`src/lrts_pkg.sv`:
```
// Package for the longest-remaining-time scheduler.
// Holds the command and status codes, the task table entry type and widths.
// No dependencies.
package lrts_pkg;

  localparam int unsigned MaxTasksDef = 16;

  localparam int unsigned IdW    = 8;
  localparam int unsigned TimeW  = 16;
  localparam int unsigned ClockW = 32;
  localparam int unsigned SumW   = 40;
  localparam int unsigned CountW = 5;

  // Word widths on the two stream sides.
  localparam int unsigned InDataW  = 40;
  localparam int unsigned OutDataW = 192;

  typedef enum logic {
    CMD_ADD  = 1'b0,
    CMD_TICK = 1'b1
  } cmd_e;

  typedef enum logic [1:0] {
    STAT_ADDED = 2'd0,
    STAT_FULL  = 2'd1,
    STAT_RAN   = 2'd2,
    STAT_IDLE  = 2'd3
  } status_e;

  typedef struct packed {
    logic [TimeW-1:0] remaining;
    logic [TimeW-1:0] burst;
    logic [TimeW-1:0] arrival;
    logic [IdW-1:0]   task_id;
  } entry_t;

  localparam int unsigned EntryW = $bits(entry_t);

  // Best candidate found by a table scan.
  typedef struct packed {
    logic   found;
    entry_t entry;
  } best_t;

endpackage

```
`src/longest_remaining_time_scheduler.sv`:
```
// Longest-remaining-time-first scheduler: top level with the sequencer,
// result register and stream ports. Uses lrts_pkg, lrts_ram and lrts_scan.
//
// Usage:
//   Each input word carries a command in s_axis_tuser. An add stores the
//   task in the next free table slot, or reports that the table is full.
//   A tick scans the table for the ready task with the most remaining time,
//   serves it for one tick and advances the clock; it reports an idle tick
//   when nothing is ready. Every input word yields exactly one output word,
//   with the status in m_axis_tuser.
//   An add goes from acceptance to the result registers, then to the
//   output register. A tick sweeps the task table through its single
//   read port, one slot per cycle, then updates the served entry and, for
//   a finished task, works out waiting time and totals. One word is worked
//   on at a time; the next is taken in the cycle after a result is registered.
//   A finished result waits in the output register while the next word is
//   taken in and worked on; that word waits for the register to be free
//   only at its very end, so a stalled receiver holds back at most one word.
//   Reset clears the counters, clock and totals; the table itself needs no
//   clearing, since only slots below the loaded count are ever read.
module longest_remaining_time_scheduler #(
  parameter int unsigned MAX_TASKS = lrts_pkg::MaxTasksDef
) (
  input  logic                          clk_i,
  input  logic                          rst_ni,
  input  logic                          s_axis_tvalid,
  output logic                          s_axis_tready,
  // [7:0] task_id, [23:8] arrival_time, [39:24] burst_time
  input  logic [lrts_pkg::InDataW-1:0]  s_axis_tdata,
  // [0] command
  input  logic                          s_axis_tuser,
  output logic                          m_axis_tvalid,
  input  logic                          m_axis_tready,
  // [7:0] ran_id, [8] finished, [40:9] completion_time, [72:41] turnaround,
  // [104:73] waiting, [144:105] total_turnaround, [184:145] total_waiting,
  // [189:185] finished_count, [190] all_done, [191] zero
  output logic [lrts_pkg::OutDataW-1:0] m_axis_tdata,
  // [1:0] status
  output logic [1:0]                    m_axis_tuser
);
  import lrts_pkg::*;

  localparam int unsigned IdxW = (MAX_TASKS > 1) ? $clog2(MAX_TASKS) : 1;
  localparam int unsigned CntW = $clog2(MAX_TASKS + 1);
  localparam logic [ClockW-1:0] ClockMax = '1;
  localparam logic [SumW-1:0]   SumMax   = '1;

  typedef enum logic [5:0] {
    ST_IDLE   = 6'b000001,
    ST_SCAN   = 6'b000010,
    ST_UPDATE = 6'b000100,
    ST_CALC   = 6'b001000,
    ST_ACCUM  = 6'b010000,
    ST_RESP   = 6'b100000
  } state_e;

  state_e state_q, state_d;

  logic [CntW-1:0]   loaded_q, loaded_d;
  logic [CntW-1:0]   done_q, done_d;
  logic [CntW-1:0]   scan_q, scan_d;
  logic [ClockW-1:0] clock_q, clock_d;
  logic [SumW-1:0]   sum_tat_q, sum_tat_d;
  logic [SumW-1:0]   sum_wt_q, sum_wt_d;
  logic              rd_valid_q, rd_valid_d;
  logic [IdxW-1:0]   rd_idx_q;

  status_e           res_status_q, res_status_d;
  logic [IdW-1:0]    res_id_q, res_id_d;
  logic              res_fin_q, res_fin_d;
  logic [ClockW-1:0] res_ct_q, res_ct_d;
  logic [ClockW-1:0] res_tat_q, res_tat_d;
  logic [ClockW-1:0] res_wt_q, res_wt_d;

  logic                m_valid_q, m_valid_d;
  logic [OutDataW-1:0] m_data_q, m_data_d;
  logic [1:0]          m_user_q, m_user_d;

  logic            in_fire;
  logic            ram_we, ram_re;
  logic [IdxW-1:0] ram_waddr;
  entry_t          ram_wdata, ram_rdata, new_entry;
  logic            scan_clear;
  best_t           best;
  logic [IdxW-1:0] best_idx;
  logic [ClockW-1:0] clock_next;
  logic [TimeW-1:0]  rem_next;
  logic [ClockW-1:0] arr_ext, burst_ext;
  logic [SumW:0]     sum_tat_add, sum_wt_add;
  logic [CntW+CountW-1:0] done_ext;

  assign in_fire = s_axis_tvalid && s_axis_tready;
  assign s_axis_tready = (state_q == ST_IDLE);

  always_comb begin
    new_entry.task_id   = s_axis_tdata[IdW-1:0];
    new_entry.arrival   = s_axis_tdata[IdW +: TimeW];
    new_entry.burst     = s_axis_tdata[IdW+TimeW +: TimeW];
    if (new_entry.burst == '0) begin
      new_entry.burst = TimeW'(1);
    end
    new_entry.remaining = new_entry.burst;
  end

  lrts_ram #(
    .Depth (MAX_TASKS),
    .AddrW (IdxW)
  ) u_ram (
    .clk_i   (clk_i),
    .we_i    (ram_we),
    .waddr_i (ram_waddr),
    .wdata_i (ram_wdata),
    .re_i    (ram_re),
    .raddr_i (scan_q[IdxW-1:0]),
    .rdata_o (ram_rdata)
  );

  lrts_scan #(
    .IdxW (IdxW)
  ) u_scan (
    .clk_i      (clk_i),
    .rst_ni     (rst_ni),
    .clear_i    (scan_clear),
    .valid_i    (rd_valid_q),
    .idx_i      (rd_idx_q),
    .entry_i    (ram_rdata),
    .clock_i    (clock_q),
    .best_o     (best),
    .best_idx_o (best_idx)
  );

  assign clock_next  = (clock_q == ClockMax) ? clock_q : clock_q + ClockW'(1);
  assign rem_next    = best.entry.remaining - TimeW'(1);
  assign arr_ext     = {{(ClockW-TimeW){1'b0}}, best.entry.arrival};
  assign burst_ext   = {{(ClockW-TimeW){1'b0}}, best.entry.burst};
  assign sum_tat_add = {1'b0, sum_tat_q} + {{(SumW-ClockW+1){1'b0}}, res_tat_q};
  assign sum_wt_add  = {1'b0, sum_wt_q} + {{(SumW-ClockW+1){1'b0}}, res_wt_q};
  assign done_ext    = {{CountW{1'b0}}, done_q};

  always_comb begin
    state_d      = state_q;
    loaded_d     = loaded_q;
    done_d       = done_q;
    scan_d       = scan_q;
    clock_d      = clock_q;
    sum_tat_d    = sum_tat_q;
    sum_wt_d     = sum_wt_q;
    rd_valid_d   = 1'b0;
    res_status_d = res_status_q;
    res_id_d     = res_id_q;
    res_fin_d    = res_fin_q;
    res_ct_d     = res_ct_q;
    res_tat_d    = res_tat_q;
    res_wt_d     = res_wt_q;
    m_valid_d    = m_valid_q;
    m_data_d     = m_data_q;
    m_user_d     = m_user_q;
    ram_we       = 1'b0;
    ram_re       = 1'b0;
    ram_waddr    = loaded_q[IdxW-1:0];
    ram_wdata    = new_entry;
    scan_clear   = 1'b0;

    if (m_valid_q && m_axis_tready) begin
      m_valid_d = 1'b0;
    end

    unique case (state_q)
      ST_IDLE: begin
        if (in_fire) begin
          res_id_d  = '0;
          res_fin_d = 1'b0;
          res_ct_d  = '0;
          res_tat_d = '0;
          res_wt_d  = '0;
          if (s_axis_tuser == CMD_ADD) begin
            if (loaded_q < CntW'(MAX_TASKS)) begin
              ram_we       = 1'b1;
              loaded_d     = loaded_q + CntW'(1);
              res_status_d = STAT_ADDED;
            end else begin
              res_status_d = STAT_FULL;
            end
            state_d = ST_RESP;
          end else begin
            scan_clear = 1'b1;
            scan_d     = '0;
            state_d    = ST_SCAN;
          end
        end
      end
      ST_SCAN: begin
        // Reads run one slot ahead of the comparison; the sweep ends once
        // the last read word has been compared.
        if (scan_q < loaded_q) begin
          ram_re     = 1'b1;
          rd_valid_d = 1'b1;
          scan_d     = scan_q + CntW'(1);
        end else if (!rd_valid_q) begin
          state_d = ST_UPDATE;
        end
      end
      ST_UPDATE: begin
        clock_d = clock_next;
        state_d = ST_RESP;
        if (best.found) begin
          ram_we                = 1'b1;
          ram_waddr             = best_idx;
          ram_wdata             = best.entry;
          ram_wdata.remaining   = rem_next;
          res_status_d          = STAT_RAN;
          res_id_d              = best.entry.task_id;
          if (rem_next == '0) begin
            res_fin_d = 1'b1;
            res_ct_d  = clock_next;
            res_tat_d = (clock_next >= arr_ext) ? clock_next - arr_ext : '0;
            done_d    = done_q + CntW'(1);
            state_d   = ST_CALC;
          end
        end else begin
          res_status_d = STAT_IDLE;
        end
      end
      ST_CALC: begin
        res_wt_d  = (res_tat_q >= burst_ext) ? res_tat_q - burst_ext : '0;
        sum_tat_d = sum_tat_add[SumW] ? SumMax : sum_tat_add[SumW-1:0];
        state_d   = ST_ACCUM;
      end
      ST_ACCUM: begin
        sum_wt_d = sum_wt_add[SumW] ? SumMax : sum_wt_add[SumW-1:0];
        state_d  = ST_RESP;
      end
      ST_RESP: begin
        if (!m_valid_q || m_axis_tready) begin
          m_valid_d = 1'b1;
          m_user_d  = res_status_q;
          m_data_d  = {1'b0, (done_q == loaded_q), done_ext[CountW-1:0],
                       sum_wt_q, sum_tat_q, res_wt_q, res_tat_q, res_ct_q,
                       res_fin_q, res_id_q};
          state_d   = ST_IDLE;
        end
      end
      default: state_d = ST_IDLE;
    endcase
  end

  always_ff @(posedge clk_i or negedge rst_ni) begin
    if (!rst_ni) begin
      state_q    <= ST_IDLE;
      loaded_q   <= '0;
      done_q     <= '0;
      scan_q     <= '0;
      clock_q    <= '0;
      sum_tat_q  <= '0;
      sum_wt_q   <= '0;
      rd_valid_q <= 1'b0;
      m_valid_q  <= 1'b0;
    end else begin
      state_q    <= state_d;
      loaded_q   <= loaded_d;
      done_q     <= done_d;
      scan_q     <= scan_d;
      clock_q    <= clock_d;
      sum_tat_q  <= sum_tat_d;
      sum_wt_q   <= sum_wt_d;
      rd_valid_q <= rd_valid_d;
      m_valid_q  <= m_valid_d;
    end
  end

  always_ff @(posedge clk_i) begin
    rd_idx_q     <= scan_q[IdxW-1:0];
    res_status_q <= res_status_d;
    res_id_q     <= res_id_d;
    res_fin_q    <= res_fin_d;
    res_ct_q     <= res_ct_d;
    res_tat_q    <= res_tat_d;
    res_wt_q     <= res_wt_d;
    m_data_q     <= m_data_d;
    m_user_q     <= m_user_d;
  end

  assign m_axis_tvalid = m_valid_q;
  assign m_axis_tdata  = m_data_q;
  assign m_axis_tuser  = m_user_q;

  a_counts_bounded: assert property (@(posedge clk_i) disable iff (!rst_ni)
    (done_q <= loaded_q) && (loaded_q <= CntW'(MAX_TASKS)))
    else $error("finished or loaded count out of range");

  a_clock_monotonic: assert property (@(posedge clk_i) disable iff (!rst_ni)
    clock_q >= $past(clock_q))
    else $error("scheduler clock went backward");

  a_finish_means_ran: assert property (@(posedge clk_i) disable iff (!rst_ni)
    (m_valid_q && m_data_q[IdW]) |-> (m_user_q == STAT_RAN))
    else $error("finished flag set on a word that served no task");

  a_scan_reads_loaded: assert property (@(posedge clk_i) disable iff (!rst_ni)
    ram_re |-> (scan_q < loaded_q))
    else $error("table read beyond the loaded slots");

endmodule

```
`src/lrts_ram.sv`:
```
// Task table memory of the scheduler: one write port, one read port.
// Read data is registered, in the cycle after the read request. Uses lrts_pkg.
module lrts_ram #(
  parameter int unsigned Depth = lrts_pkg::MaxTasksDef,
  parameter int unsigned AddrW = (Depth > 1) ? $clog2(Depth) : 1
) (
  input  logic                  clk_i,
  input  logic                  we_i,
  input  logic [AddrW-1:0]      waddr_i,
  input  lrts_pkg::entry_t      wdata_i,
  input  logic                  re_i,
  input  logic [AddrW-1:0]      raddr_i,
  output lrts_pkg::entry_t      rdata_o
);
  import lrts_pkg::*;

  entry_t mem_q [Depth];
  entry_t rdata_q;

  always_ff @(posedge clk_i) begin
    if (we_i) begin
      mem_q[waddr_i] <= wdata_i;
    end
  end

  always_ff @(posedge clk_i) begin
    if (re_i) begin
      rdata_q <= mem_q[raddr_i];
    end
  end

  assign rdata_o = rdata_q;

endmodule

```
`src/lrts_scan.sv`:
```
// Selection stage of the scheduler: compares one table word per cycle
// against the best ready task seen so far. Uses lrts_pkg.
module lrts_scan #(
  parameter int unsigned IdxW = 4
) (
  input  logic                        clk_i,
  input  logic                        rst_ni,
  input  logic                        clear_i,
  input  logic                        valid_i,
  input  logic [IdxW-1:0]             idx_i,
  input  lrts_pkg::entry_t            entry_i,
  input  logic [lrts_pkg::ClockW-1:0] clock_i,
  output lrts_pkg::best_t             best_o,
  output logic [IdxW-1:0]             best_idx_o
);
  import lrts_pkg::*;

  logic            found_q, found_d;
  entry_t          entry_q, entry_d;
  logic [IdxW-1:0] idx_q, idx_d;
  logic            ready;
  logic            better;

  // A task is ready once it has arrived and still needs service. Ties on
  // remaining time go to the smaller id; full ties keep the earlier slot.
  assign ready = ({{(ClockW-TimeW){1'b0}}, entry_i.arrival} <= clock_i) &&
                 (entry_i.remaining != '0);
  assign better = !found_q ||
                  (entry_i.remaining > entry_q.remaining) ||
                  ((entry_i.remaining == entry_q.remaining) &&
                   (entry_i.task_id < entry_q.task_id));

  always_comb begin
    found_d = found_q;
    entry_d = entry_q;
    idx_d   = idx_q;
    if (clear_i) begin
      found_d = 1'b0;
    end else if (valid_i && ready && better) begin
      found_d = 1'b1;
      entry_d = entry_i;
      idx_d   = idx_i;
    end
  end

  always_ff @(posedge clk_i or negedge rst_ni) begin
    if (!rst_ni) begin
      found_q <= 1'b0;
    end else begin
      found_q <= found_d;
    end
  end

  always_ff @(posedge clk_i) begin
    entry_q <= entry_d;
    idx_q   <= idx_d;
  end

  assign best_o     = {found_q, entry_q};
  assign best_idx_o = idx_q;

endmodule

```
`config.mk`:
```
export PLATFORM = sky130hd
export DESIGN_NAME = longest_remaining_time_scheduler
export DESIGN_NICKNAME = d
export VERILOG_FILES = /design/src/lrts_pkg.sv /design/src/longest_remaining_time_scheduler.sv /design/src/lrts_ram.sv /design/src/lrts_scan.sv
export SDC_FILE = /design/constraint.sdc
export NUM_CORES = 2
export LEC_CHECK = 0
export BUFFER_PORTS_ARGS = -buffer_cell sky130_fd_sc_hd__buf_4
export CORE_MARGIN = 5
export CORE_UTILIZATION = 30
export CTS_BUF_LIST = sky130_fd_sc_hd__clkbuf_4
export DETAILED_ROUTE_END_ITERATION = 10
export PLACE_DENSITY = 0.53
export SLEW_MARGIN = 20
export SYNTH_ARGS = -nofsm -noshare
export SYNTH_HDL_FRONTEND = slang
export SYNTH_SLANG_ARGS = --single-unit
```
`constraint.sdc`:
```
create_clock -name clk_i -period 26.4 [get_ports clk_i]
set_clock_uncertainty 0.15 [all_clocks]
set_input_delay 3.96 -clock clk_i [delete_from_list [all_inputs] [get_ports clk_i]]
set_output_delay 3.96 -clock clk_i [all_outputs]
set_load 0.01 [all_outputs]
```
# [After elaboration in Yosys (flattened, before gate mapping)]
# Memories as Yosys holds them, arrays and structs flattened. A register that Yosys moved wholly into a read port is not among the register bits.
# Cells that the tools add are included.
[op_classes] muxes=59 n_reduce_logical=28 n_eq_ne=18 n_lt_le_gt_ge=7 bitwise_logic=2 add_sub_neg=9
[ops] cell="$mux W32" n=8
[ops] cell="$pmux W32 S2" n=3
[ops] cell="$mux W56" n=2
[ops] cell="$add A40 B32 Y41" n=2
[ops] cell="$mux W40" n=2
[ops] cell="$ge A32 B16 Y1" n=2
[ops] cell="$sub A32 B16 Y32" n=2
[ops] cell="$mux W6" n=7
[ops] cell="$pmux W6 S6" n=1
[ops] cell="$add A32 B1 Y32 const B" n=1
[ops] cell="$eq A32 B32 Y1 const B" n=1
[ops] cell="$le A16 B32 Y1" n=1
[ops] cell="$logic_not A16 Y1" n=2
[ops] cell="$mux W1" n=21
[ops] cell="$eq A16 B16 Y1" n=1
[ops] cell="$gt A16 B16 Y1" n=1
[ops] cell="$mux W16" n=1
[ops] cell="$mux W8" n=2
[ops] cell="$pmux W8 S2" n=1
[ops] cell="$reduce_and A4 Y1" n=4
[ops] cell="$reduce_bool A16 Y1" n=1
[ops] cell="$sub A16 B1 Y16 const B" n=1
[ops] cell="$add A5 B1 Y5 const B" n=3
[ops] cell="$mux W5" n=3
[ops] cell="24 further kinds" n=50
[totals] in_bits=45 ramBits=896 mem_count=1 out_inout_bits=196 ff_bits=500
[mem_list] name="u_ram.mem_q" depth=16 word_bits=56 rd=1 rd_ports_with_merged_regs=1 wr=1 line_no="lrts_ram.sv:17" source="entry_t mem_q [Depth];"

# [Logic depth before layout (Yosys ltp)]
[logic_depth] depth_word=7 ltp_mapped=20 ltp_nobuf=18

# [By module]
# A second synthesis with hierarchy kept.
[hier_totals] hier_cells=3662 area_unflattened_um2=60406.7
[by_module_without_submodules] mod="lrts_ram" area_each_um2=35238.8 n_inst=1 cells_per_inst=1445 seq_area_each_um2=28587.4
[by_module_without_submodules] mod="longest_remaining_time_scheduler" area_each_um2=22236.3 n_inst=1 cells_per_inst=2001 seq_area_each_um2=12468.2
[by_module_without_submodules] mod="lrts_scan" area_each_um2=2931.6 n_inst=1 cells_per_inst=216 seq_area_each_um2=1826.8

# [Worst setup path before layout]
# Ideal clock, no wire load.
[synth_timing] kind="input-to-reg" from="in m_axis_tready" to="reg m_data_q[0], in the netlist m_axis_tdata[0] (enable)" slack_ps=12298 required_time_ps=25440 stages=2 arrival_ps=13142 cell_sequence="inv_1 > a21oi_1"
[synth_between] elab_chain_cells=2
[synth_rtl] element="start: declaration" line_no="longest_remaining_time_scheduler.sv:33" source="input logic m_axis_tready,"
[synth_rtl] element="$logic_or A1 B1 Y1" line_no="longest_remaining_time_scheduler.sv:234" source="if (!m_valid_q || m_axis_tready) begin"
[synth_rtl] element="$reduce_and A2 Y1 (no source line)"
[synth_rtl] element="end signal: assignment" line_no="longest_remaining_time_scheduler.sv:279" source="m_data_q <= m_data_d;"
[synth_rtl] element="end: declaration" line_no="longest_remaining_time_scheduler.sv:76" source="logic [OutDataW-1:0] m_data_q, m_data_d;"
# Every way passes these cells.
# A chain may end at the register's enable or synchronous reset.

# [Worst setup path after layout]
[layout_timing] from="reg state_q[3]" to="out s_axis_tready"
[layout_between] elab_chain_cells=1
[layout_rtl] element="start: declaration" line_no="longest_remaining_time_scheduler.sv:57" source="state_e state_q, state_d;"
[layout_rtl] element="start signal: assignment" line_no="longest_remaining_time_scheduler.sv:259" source="state_q <= state_d;"
[layout_rtl] element="$eq A6 B1 Y1" line_no="longest_remaining_time_scheduler.sv:93" source="assign s_axis_tready = (state_q == ST_IDLE);"
[layout_rtl] element="end: declaration" line_no="longest_remaining_time_scheduler.sv:27" source="output logic s_axis_tready,"
# Every way passes these cells.

==> metrics.txt <==
effective utilization at floorplan=0.301; Cell Pwr Density=about 85 mW/mm^2; CTS buffer count=399; pins over their slew limit=0; unique cell type count in the Yosys netlist=between 80 and 90; Critical Path AT=about 2.5 ns; startpoint kind of the worst setup timing path=register; type of the worst setup path=reg -> out; post-CTS clock slew at the launch and capture registers of the worst setup and hold paths=0.07 ns; GPL Wtd Cong=0.843; Crit. End Element=primary output; CP Launch Point=state_q[3]; Net Count, Synth=roughly 3,800; Horiz. Die Dim=460 um; Post-Layout Inst Area=between 0.07 and 0.08 mm^2; instance area at placement=0.0662 mm^2; number of global-route vias before repair=35,300; cells after synthesis=approximately 3,600; worst slew margin relative to its limit=0.228; Final TNS setup=0 ns; synthesized area per cell=about 17 um^2; Bufs and invs on worst path=1; die height=between 400 and 500 um; Port Buffers=between 200 and 250; antenna-violating nets left=0; FILL cells=roughly 19,000; Bufs on Longest Clock Path=4; clock sink total=approximately 1,500; global router's overall resource usage=0.151; final period utilization=0.252; CTS root buffer=sky130_fd_sc_hd__clkbuf_4; RSZ-0062 raised after global routing=no; most frequently used flop master after synthesis=sky130_fd_sc_hd__edfxtp_1; crit path capture=s_axis_tready; clock tree from TritonCTS=built; remaining global-route overflow=0; number of antenna violations at the first check in global routing=14; number of enable-type register cells in the synthesized netlist=1,312; largest family of logic cells by synthesized area=multiplexers; H-tree levels=5; instance count on the critical path=3; # hold bufs at CTS=0; wire length reported by the detailed router=about 160 mm; Clk Latency, worst-skew pair=1.30 ns; destination of the worst register-to-register timing path=res_tat_q[13]; Synth Area in Adders=0.0312; first-pass GRT wire length=between 200 and 250 mm; leakage power=around 25 nW; area growth from synthesis to layout=17.2%; total count of hold-check failures in the final report=0; library cell contributing the largest single delay on the critical path=sky130_fd_sc_hd__dfrtp_1; share of synthesized area occupied by flip-flops and latches=0.706; complex-gate fraction of the synthesized area=0.0544; transition time of the tightest slew-check pin=1.15 ns; most common library cells after synthesis=sky130_fd_sc_hd__edfxtp_1, sky130_fd_sc_hd__mux4_2, sky130_fd_sc_hd__nor2_1; critical path's top delay family=simple AND/OR/NAND/NOR gates; detailed-router iteration count before antenna repair=5; number of nets at the end of the flow=roughly 4,400; post-detail-place hpwl=103 mm; number of flip-flops and latches in the synthesized netlist=about 1,500; upper clock frequency limit=150 MHz; hold crit path type=reg -> reg; num rows=165; proportion of synthesized area in mux cells=0.106; post-synthesis cell type with the largest combined area=sky130_fd_sc_hd__edfxtp_1; xor and xnor area share after synthesis=0.0260; biggest fanout along the worst timing path=7; data required time at the worst endpoint=22.29 ns; fraction of synthesis flops using an asynchronous set or reset pin=0.0937; number of vias in the routed layout=approximately 35,000; DRT iter0 DRCs=around 2,600; CP Cell Sequence=nor4_1 > and3b_1 > buf_4; number of warnings reported in the yosys synthesis log=0; dominant cell by count in the synthesized netlist=sky130_fd_sc_hd__edfxtp_1; overall power of the completed layout=6.04 mW; area share of and/or/nand/nor cells after synthesis=0.0588; min cycle time layout=6.65 ns; share of cells above drive strength 1=0.291; combined area of all synthesized cells=roughly 0.061 mm^2; final count of negative-setup-slack endpoints=0; status=complete, no violations; placeable core region=a little over 0.2 mm^2; post-cts gate resize count=0; setup fix buffers added after clock tree synthesis=0; Vias per Instance=just under 5; count of max-cap constraint violations=0; logic depth of the worst register-to-register path=16; crit-path max cell delay=slightly above 0.4 ns; maximum number of pins on one net before global-route repair=around 130; Die ar.=~0.21 mm^2; setup slack of the most critical reg-to-reg path=between 20 and 25 ns; number of DRC violations after detailed routing=0; top area cells in the synthesized netlist=sky130_fd_sc_hd__edfxtp_1, sky130_fd_sc_hd__mux4_2, sky130_fd_sc_hd__dfrtp_1, sky130_fd_sc_hd__ha_1, sky130_fd_sc_hd__xnor2_1; worst flop-to-flop path startpoint=clock_q[16]; fraction of synthesized cell area taken by the top area cell type=0.649; average detailed-routed wire length per instance=approximately 23 um; Worst IR Drop VDD=68.1 uV; # IOs=approximately 240
[worst min-delay path by stage]
stage	start	end	slack, ns	cells after the start
after floorplan	scan_q[2]	rd_idx_q[2]	0.22	0
final	res_id_q[7]	m_axis_tdata[7]	0.24	0
after global routing	res_ct_q[12]	m_axis_tdata[21]	0.25	0
after global placement	rd_idx_q[3]	u_scan.best_idx_o[3]	0.24	0
after detailed placement	rd_idx_q[2]	u_scan.best_idx_o[2]	0.24	0
after CTS	res_id_q[7]	m_axis_tdata[7]	0.23	0
[sequential cells by signal (all words and copies together) (netlist names), 5 cells and up]
name,count
u_ram.rdata_o,56
loaded_q,5
res_wt_q,32
u_scan.best_o,56
state_q,6
clock_q,32
scan_q,5
m_axis_tdata,191
sum_wt_q,40
res_ct_q,32
res_id_q,8
res_tat_q,32
sum_tat_q,40
u_ram.mem_q,896
done_q,5
[metal layers]
layer | wire length, um | up-vias | global-route usage
met2 | 75900 | 1147 | 0.241
met5 | 0 | - | 0
li1 | - | 15600 | -
met3 | 9770 | 296 | 0.0329
met1 | 72000 | 17600 | 0.206
met4 | 3990 | 0 | 0.0470
[worst reg2reg max path: stages (launching register included)]
cell                        delay, ns
sky130_fd_sc_hd__dfrtp_1         0.55
sky130_fd_sc_hd__nand4_1         0.43
sky130_fd_sc_hd__nor3_1          0.47
sky130_fd_sc_hd__nand4_1         0.57
sky130_fd_sc_hd__xnor2_1         0.42
sky130_fd_sc_hd__ha_1            0.22
sky130_fd_sc_hd__inv_1           0.06
sky130_fd_sc_hd__fa_1            0.43
sky130_fd_sc_hd__a21o_1          0.19
sky130_fd_sc_hd__a21o_1          0.20
sky130_fd_sc_hd__a21oi_1         0.44
sky130_fd_sc_hd__o221ai_1        0.28
sky130_fd_sc_hd__nor3_1          0.33
sky130_fd_sc_hd__nand4_1         0.31
sky130_fd_sc_hd__nor2_1          0.22
sky130_fd_sc_hd__a31o_2          0.63
sky130_fd_sc_hd__a2111oi_0       0.16
[layout by cell type (no fill, tap or decap), drive strengths merged, types with 11 or more instances in the layout]
| master | synthesis | layout |
|---|---|---|
| nand4 | 45 | 45 |
| nor4 | 29 | 29 |
| nor3 | 69 | 69 |
| o22a | 39 | 39 |
| inv | 124 | 128 |
| nor2 | 203 | 203 |
| clkbuf | 109 | 597 |
| a21o | 49 | 49 |
| or3 | 20 | 20 |
| o21ai | 119 | 119 |
| a21oi | 120 | 120 |
| mux4 | 280 | 280 |
| xnor2 | 122 | 122 |
| o21bai | 11 | 11 |
| and3 | 21 | 21 |
| nand3 | 58 | 58 |
| xor2 | 58 | 58 |
| nor2b | 19 | 19 |
| clkinv | 2 | 86 |
| and2 | 27 | 27 |
| nand3b | 11 | 11 |
| nand2 | 171 | 171 |
| edfxtp | 1312 | 1312 |
| or2 | 11 | 11 |
| buf | 34 | 334 |
| a31oi | 42 | 42 |
| dfrtp | 135 | 135 |
| a211oi | 12 | 12 |
| o21a | 26 | 26 |
| nand2b | 22 | 22 |
| ha | 145 | 145 |
[layout make-up]
type / instances / area, um^2 / share of cell area
Antenna cell: 8 / 20.0 / 0.000281
Clock buffer: 597 / 4480 / 0.0630
Clock inverter: 91 / 418 / 0.00587
Inverter: 126 / 473 / 0.00664
Multi-Input combinational cell: 1862 / 17000 / 0.239
Sequential cell: 1452 / 42900 / 0.603
Tap cell: 2672 / 3340 / 0.0470
Timing Repair Buffer: 334 / 2530 / 0.0356
[per-stage QoR]
step	hold WS (ns)	std cells	utilization	setup slack, ns
final	0.239	7142	0.353	19.75
after global routing	0.247	7140	0.353	19.45
after CTS	0.230	7134	0.353	19.60
after detailed placement	0.239	6446	0.328	18.94
after global placement	0.239	6444	0.328	19.02
after floorplan	0.219	3583	-	12.30
[where the power goes]
part / internal [mW] / switching (mW) / leakage [nW]
sequential: 2.74 / 0.183 / 13.8
combinational: 0.528 / 0.622 / 8.14
clock: 1.04 / 0.918 / 2.96
total: 4.32 / 1.72 / 24.9
[cell families after synthesis]
group | Yosys count
compound gates | 507
xor+xnor | 180
fa+ha+maj | 149
buf+inv | 269
flops | 1452
mux | 293
other cells | 1
simple gates | 732
No activity file was read; power rests on OpenSTA's default activity.
